--- config.mk ---
export PLATFORM = sky130hd
export DESIGN_NAME = n_queens_backtrack_with_fixed_queens
export DESIGN_NICKNAME = d
export VERILOG_FILES = /design/src/rtl/nqb_pkg.sv /design/src/rtl/n_queens_backtrack_with_fixed_queens.sv
export SDC_FILE = /design/constraint.sdc
export NUM_CORES = 1
export LEC_CHECK = 0
export BUFFER_PORTS_ARGS = -buffer_cell sky130_fd_sc_hd__buf_2
export CELL_PAD_IN_SITES_DETAIL_PLACEMENT = 1
export CELL_PAD_IN_SITES_GLOBAL_PLACEMENT = 1
export CORE_MARGIN = 2
export CORE_UTILIZATION = 47
export CTS_BUF_LIST = sky130_fd_sc_hd__clkbuf_4
export DETAILED_ROUTE_END_ITERATION = 8
export PLACE_DENSITY = 0.83
export SYNTH_ARGS = -nofsm -noshare
export SYNTH_HDL_FRONTEND = slang
export SYNTH_SLANG_ARGS = --single-unit
--- constraint.sdc ---
create_clock -name clk -period 5 [get_ports clk]
set_clock_uncertainty 0.1 [all_clocks]
set_input_delay 1 -clock clk [delete_from_list [all_inputs] [get_ports clk]]
set_output_delay 1 -clock clk [all_outputs]
set_load 0.02 [all_outputs]
--- src/rtl/nqb_pkg.sv ---
// shared types for the n-queens backtracking search block
package nqb_pkg;

    typedef enum logic [1:0] {
        ST_IDLE,
        ST_SEARCH,
        ST_EMIT
    } state_t;

    typedef enum logic {
        KIND_MARK  = 1'b0,
        KIND_SOLVE = 1'b1
    } kind_t;

endpackage

--- src/rtl/n_queens_backtrack_with_fixed_queens.sv ---
// n-queens backtracking search with preplaced queens
//
// Request channel (req_valid / req_stall): a request of kind mark places a
// fixed queen at (queen_row, queen_col). Marks off the board are dropped.
// A request of kind solve starts a depth-first search with rows filled in
// order and columns tried in ascending order. req_stall is high from the
// solve until its last result has been taken. The search is a single
// sequencer around one candidate unit: each cycle it either places a
// queen in the current row, using the lowest free column from a mask and
// priority encoder, or backtracks one row, or, with no free column in the
// first row, ends the search. It goes on until the last row is filled or
// the first row runs dry, and then presents the first result.
// Result channel (res_valid / res_stall): BOARD_SIZE results, one per row,
// with found set, or one result with found clear; last marks the final one.
// One result leaves per cycle while res_stall is low; a stalled result
// holds steady and the block waits. The marks are cleared when the search
// ends and the occupancy masks after the last result. Reset clears the
// marks and masks and returns the block to idle.
module n_queens_backtrack_with_fixed_queens #(
    parameter int BOARD_SIZE = 8
) (
    input  logic       clk,
    input  logic       rst_n,
    input  logic       req_valid,
    output logic       req_stall,
    input  logic       kind,
    input  logic [2:0] queen_row,
    input  logic [2:0] queen_col,
    output logic       res_valid,
    input  logic       res_stall,
    output logic       found,
    output logic [2:0] board_row,
    output logic [2:0] queen_column,
    output logic       last
);

    localparam int N   = BOARD_SIZE;
    localparam int RW  = $clog2(N);
    localparam int DW  = 2 * N - 1;
    localparam int DBW = $clog2(DW);

    nqb_pkg::state_t state_reg, state_next;

    logic [RW-1:0] row_reg, row_next;
    logic [RW:0]   start_reg, start_next;
    logic [N-1:0]  cols_reg, cols_next;
    logic [DW-1:0] rise_reg, rise_next;
    logic [DW-1:0] fall_reg, fall_next;
    logic          found_reg, found_next;
    logic [RW-1:0] out_row_reg, out_row_next;
    logic [N-1:0]  marks_reg [N];
    logic [N-1:0]  marks_next [N];
    logic [RW-1:0] chosen_reg [N];

    logic          req_acc, res_acc, res_last;
    logic [N-1:0]  row_marks, allowed, blocked, ge_start, cand;
    logic [DW-1:0] rise_win, fall_win;
    logic [RW-1:0] pick;
    logic          hit;
    logic [RW-1:0] rd_addr, chosen_rd;
    logic [RW-1:0] tog_row, tog_col;
    logic          tog_en, chosen_we;
    logic [DBW-1:0] rise_idx, fall_idx;

    assign req_acc  = req_valid && !req_stall;
    assign res_acc  = res_valid && !res_stall;
    assign res_last = !found_reg || (out_row_reg == RW'(N - 1));

    // candidate unit: free squares in the current row at or above start
    always_comb
    begin
        row_marks = marks_reg[row_reg];
        if (row_marks == '0)
            allowed = '1;
        else if ((row_marks & (row_marks - N'(1))) == '0)
            allowed = row_marks;
        else
            allowed = '0;
        rise_win = rise_reg >> row_reg;
        fall_win = fall_reg >> row_reg;
        for (int c = 0; c < N; c++)
        begin
            blocked[c] = cols_reg[c] | rise_win[c] | fall_win[N - 1 - c];
        end
        ge_start = {N{1'b1}} << start_reg;
        cand     = allowed & ~blocked & ge_start;
        hit      = |cand;
        pick     = '0;
        for (int c = N - 1; c >= 0; c--)
        begin
            if (cand[c])
                pick = RW'(c);
        end
    end

    assign rd_addr   = (state_reg == nqb_pkg::ST_SEARCH) ? row_reg - RW'(1) : out_row_reg;
    assign chosen_rd = chosen_reg[rd_addr];

    // next state
    always_comb
    begin
        state_next = state_reg;
        case (state_reg)
            nqb_pkg::ST_IDLE:
            begin
                if (req_acc && kind == nqb_pkg::KIND_SOLVE)
                    state_next = nqb_pkg::ST_SEARCH;
            end
            nqb_pkg::ST_SEARCH:
            begin
                if (hit && row_reg == RW'(N - 1))
                    state_next = nqb_pkg::ST_EMIT;
                else if (!hit && row_reg == '0)
                    state_next = nqb_pkg::ST_EMIT;
            end
            nqb_pkg::ST_EMIT:
            begin
                if (res_acc && res_last)
                    state_next = nqb_pkg::ST_IDLE;
            end
            default:
                state_next = nqb_pkg::ST_IDLE;
        endcase
    end

    // outputs
    always_comb
    begin
        req_stall    = (state_reg != nqb_pkg::ST_IDLE);
        res_valid    = (state_reg == nqb_pkg::ST_EMIT);
        found        = found_reg;
        last         = res_last;
        board_row    = found_reg ? 3'(out_row_reg) : 3'd0;
        queen_column = found_reg ? 3'(chosen_rd) : 3'd0;
    end

    // datapath next values
    always_comb
    begin
        row_next     = row_reg;
        start_next   = start_reg;
        found_next   = found_reg;
        out_row_next = out_row_reg;
        marks_next   = marks_reg;
        tog_en       = 1'b0;
        tog_row      = row_reg;
        tog_col      = pick;
        chosen_we    = 1'b0;
        case (state_reg)
            nqb_pkg::ST_IDLE:
            begin
                row_next   = '0;
                start_next = '0;
                if (req_acc && kind == nqb_pkg::KIND_MARK &&
                    32'(queen_row) < N && 32'(queen_col) < N)
                    marks_next[RW'(queen_row)] = marks_reg[RW'(queen_row)] |
                                                  (N'(1) << queen_col);
            end
            nqb_pkg::ST_SEARCH:
            begin
                tog_en = 1'b1;
                if (hit)
                begin
                    chosen_we = 1'b1;
                    if (row_reg == RW'(N - 1))
                    begin
                        found_next   = 1'b1;
                        out_row_next = '0;
                        for (int r = 0; r < N; r++)
                            marks_next[r] = '0;
                    end
                    else
                    begin
                        row_next   = row_reg + RW'(1);
                        start_next = '0;
                    end
                end
                else if (row_reg == '0)
                begin
                    tog_en       = 1'b0;
                    found_next   = 1'b0;
                    out_row_next = '0;
                    for (int r = 0; r < N; r++)
                        marks_next[r] = '0;
                end
                else
                begin
                    // backtrack: lift the queen of the previous row
                    tog_row    = row_reg - RW'(1);
                    tog_col    = chosen_rd;
                    row_next   = row_reg - RW'(1);
                    start_next = {1'b0, chosen_rd} + (RW + 1)'(1);
                end
            end
            nqb_pkg::ST_EMIT:
            begin
                if (res_acc && !res_last)
                    out_row_next = out_row_reg + RW'(1);
            end
            default:
            begin
            end
        endcase

        rise_idx  = DBW'(tog_row) + DBW'(tog_col);
        fall_idx  = DBW'(tog_row) + DBW'(N - 1) - DBW'(tog_col);
        cols_next = cols_reg;
        rise_next = rise_reg;
        fall_next = fall_reg;
        if (tog_en)
        begin
            cols_next = cols_reg ^ (N'(1) << tog_col);
            rise_next = rise_reg ^ (DW'(1) << rise_idx);
            fall_next = fall_reg ^ (DW'(1) << fall_idx);
        end
        if (state_reg == nqb_pkg::ST_EMIT && res_acc && res_last)
        begin
            cols_next = '0;
            rise_next = '0;
            fall_next = '0;
        end
    end

    always_ff @(posedge clk or negedge rst_n)
    begin
        if (!rst_n)
        begin
            state_reg   <= nqb_pkg::ST_IDLE;
            row_reg     <= '0;
            start_reg   <= '0;
            cols_reg    <= '0;
            rise_reg    <= '0;
            fall_reg    <= '0;
            found_reg   <= 1'b0;
            out_row_reg <= '0;
            for (int r = 0; r < N; r++)
                marks_reg[r] <= '0;
        end
        else
        begin
            state_reg   <= state_next;
            row_reg     <= row_next;
            start_reg   <= start_next;
            cols_reg    <= cols_next;
            rise_reg    <= rise_next;
            fall_reg    <= fall_next;
            found_reg   <= found_next;
            out_row_reg <= out_row_next;
            marks_reg   <= marks_next;
        end
    end

    always_ff @(posedge clk)
    begin
        if (chosen_we)
            chosen_reg[row_reg] <= pick;
    end

endmodule

==> run metrics <==
required time worst endpoint 5.37 ns; Critical Path Start Type register; CTS Buf Count 17; worst reg2reg path depth 16; final net count between 900 and 1000; register area share after synthesis between 40% and 50%; post-synthesis cell count 897; post-synth cell types 88; final period utilization 102%; count of final max-slew check failures 0; grt ovf 0; Synth async-reset ratio approximately 83%; DIE AREA approximately 20000 µm²; # fillers 2046; vias 8197; Site Rows 50; Via density roughly 6.8; Final Instance Count excl. Fillers 1213; Net Count, Synth 923; Netlist Area Pre-Place roughly 8900 µm²; 1st-iter DRT viols 772; CTS clk-pin slew, worst paths 0.16 ns; die width 142 µm; vias in the first global route about 8400; DR DRC count 0; crit path DAT ~5.5 ns; Worst Tran Pin Value 1.04 ns; largest net degree at the start of global routing 52; placed insts 1166; number of synthesized flops with an enable pin 24; DP HPWL approximately 21000 µm; failing checks negative setup slack; CTS tree yes; Avg WL per Cell 25.5 µm; mean post-synth cell area 9.93 µm²; Yosys reg bits about 140; CORE AREA 18600 µm²; unrepaired setup endpoints after global routing true; final core occ 55.6%; final hold vios 0; P&R area growth vs syn 16.4%; Top FF cell, synth dfrtp_1; Reg area 3600 µm²; Clock Tree Buf Depth 2; port buffer count 20; crit-path max FO 7; final worst slack -0.0859 ns; Total GRT Usage 30.2%; routability-driven placement congestion ratio 0.947; initial antenna violation count 1; Final setup viols 3; worst skew pair latency 0.60 ns; slew margin rel. between 20% and 30%; reg2reg setup slack -0.09 ns; crit path kind reg2reg; first-pass GRT wire length 46800 µm; initial core utilization between 40 and 50%; final WL around 31000 µm; H-tree levels 4; area of the multi-input gates 5320 µm²; fmax around 200 MHz; Max-cap violations 0; min cycle time layout 5.09 ns; YS warnings 0; Post-DRT Antenna Nets 0; critical path endpoint category register; worst hold slack 0.327 ns; Ports 21; DRT Pass-1 Iters 7; Hold WC Path Type in2async; max FFs per register 64; height of the die approximately 140 µm; clk sink count roughly 140; status complete, but fails checks; clock root buffer master clkbuf_4; DP Worst Slack -0.266 ns; layout cells sized above 1 28.0%
kinds of logic after synthesis:
kind of cell    after synthesis  share of synthesized area, %
fa+ha+maj                    15                          2.28
flops                       139                          40.4
compound gates              229                          17.3
mux                          79                          14.8
xor+xnor                     29                          2.85
simple gates                329                          18.3
buf+inv                      77                          4.02
per-layer routing:
| layer | vias up | share of wire [%] | GRT usage, % | wire length [µm] |
|---|---|---|---|---|
| met5 | - | 0 | 0 | 0 |
| met1 | 4215 | 40 | 39.1 | 12400 |
| met2 | 374 | 50 | 51.0 | 15600 |
| met3 | 89 | 6.6 | 5.20 | 2040 |
| li1 | 3519 | - | - | - |
| met4 | 0 | 2.9 | 11.3 | 906 |
layout make-up:
cell class,instances,area share (%)
antenna,1,0.0241
clock buffer,17,1.23
clock inverter,15,1.22
inverter,19,0.688
multi-input combinational,681,51.3
sequential,139,34.8
tap,234,2.83
timing repair buffer,107,7.92
repair_timing:
item / CTS / global route
gates cloned: 0 / 0
endpoints found under the setup margin: 30 / 32
buffers inserted: 1 / 13
gates resized for setup: 9 / 72
pin swaps: 0 / 12
hold buffers: 0 / 0
worst max-delay path: stages (launching register included):
cell and delay, ns:
dfrtp_2 0.57, buf_6 0.15, mux4_2 0.49, mux2_4 0.33, or3_4 0.43, or3_4 0.41, nor3b_1 0.14, a221o_1 0.29
o22ai_2 0.24, mux2i_4 0.14, inv_2 0.09, ha_2 0.20, fa_2 0.49, nand2b_4 0.19, or4_4 0.44, nand3_1 0.14
o21ai_1 0.10
path summary, 6_finish.rpt:
kind | from | endpoint
worst max-delay path | row_reg[1] | fall_reg[0]
worst min-delay path | rst_n | rise_reg[14]
worst max register to register | row_reg[1] | fall_reg[0]
worst min register to register | cols_reg[6] | cols_reg[6]
max in group asynchronous | rst_n | row_reg[2]
min in group clk | cols_reg[6] | cols_reg[6]
synth_stat cells (4+ instances only):
master     count  share of area, %
mux4_1         4               1.2
nor2_1        76               3.2
xnor2_1       26               2.6
ha_1          13               1.8
a2111oi_0      4              0.39
nor2b_1       15               1.1
nor4_1        20               1.4
nand3_1       16              0.90
a211oi_1      12               1.0
mux2i_1       25               2.8
buf_1          4              0.17
nand2_1       95               4.0
nand3b_1       4              0.34
o221ai_1       5              0.49
edfxtp_1      24               8.1
o21ai_1        8              0.45
clkbuf_1      34               1.4
mux4_2        34               8.6
dfrtp_1      115                32
or3_1         17               1.2
mux2_2        14               1.8
or4_1          6              0.51
or2_2          7              0.49
o21ai_0       32               1.8
buf_4          5              0.42
o211ai_1       5              0.42
a21oi_1       41               2.3
o22ai_1       63               4.4
o2bb2ai_1      9              0.89
inv_1         16              0.67
buf_2          9              0.51
nand2b_1      13              0.91
and2_1        12              0.84
nor3_1        26               1.5
a221oi_1       4              0.39
cells in the final DEF (no fill, tap or decap), types with 7 or more instances in the layout:
cell type	instances
dfrtp_1	112
nand2_1	94
buf_4	80
nor2_1	74
o22ai_1	61
a21oi_1	38
mux4_2	37
o21ai_0	30
xnor2_1	26
edfxtp_1	24
mux2i_1	21
nor3_1	21
buf_2	19
clkbuf_4	17
inv_1	16
nand3_1	16
nor2b_1	15
mux2_2	13
or3_1	13
and2_1	12
nand2b_1	11
o21ai_1	10
ha_1	10
a211oi_1	9
o2bb2ai_1	9
nor4_4	8
nor4_2	7
through the flow:
| stage | instance area [µm²] | TNS, ns |
|---|---|---|
| after global placement | 9610 | -0.413 |
| after detailed placement | 9610 | -3.39 |
| after global routing | 10400 | -3.30 |
| final | 10400 | -0.121 |
| after floorplan | 8910 | 0 |
| after CTS | 9920 | 0 |
Power is not shown: default switching activity piles up to over one toggle a cycle in this logic, so the estimate is an artifact.
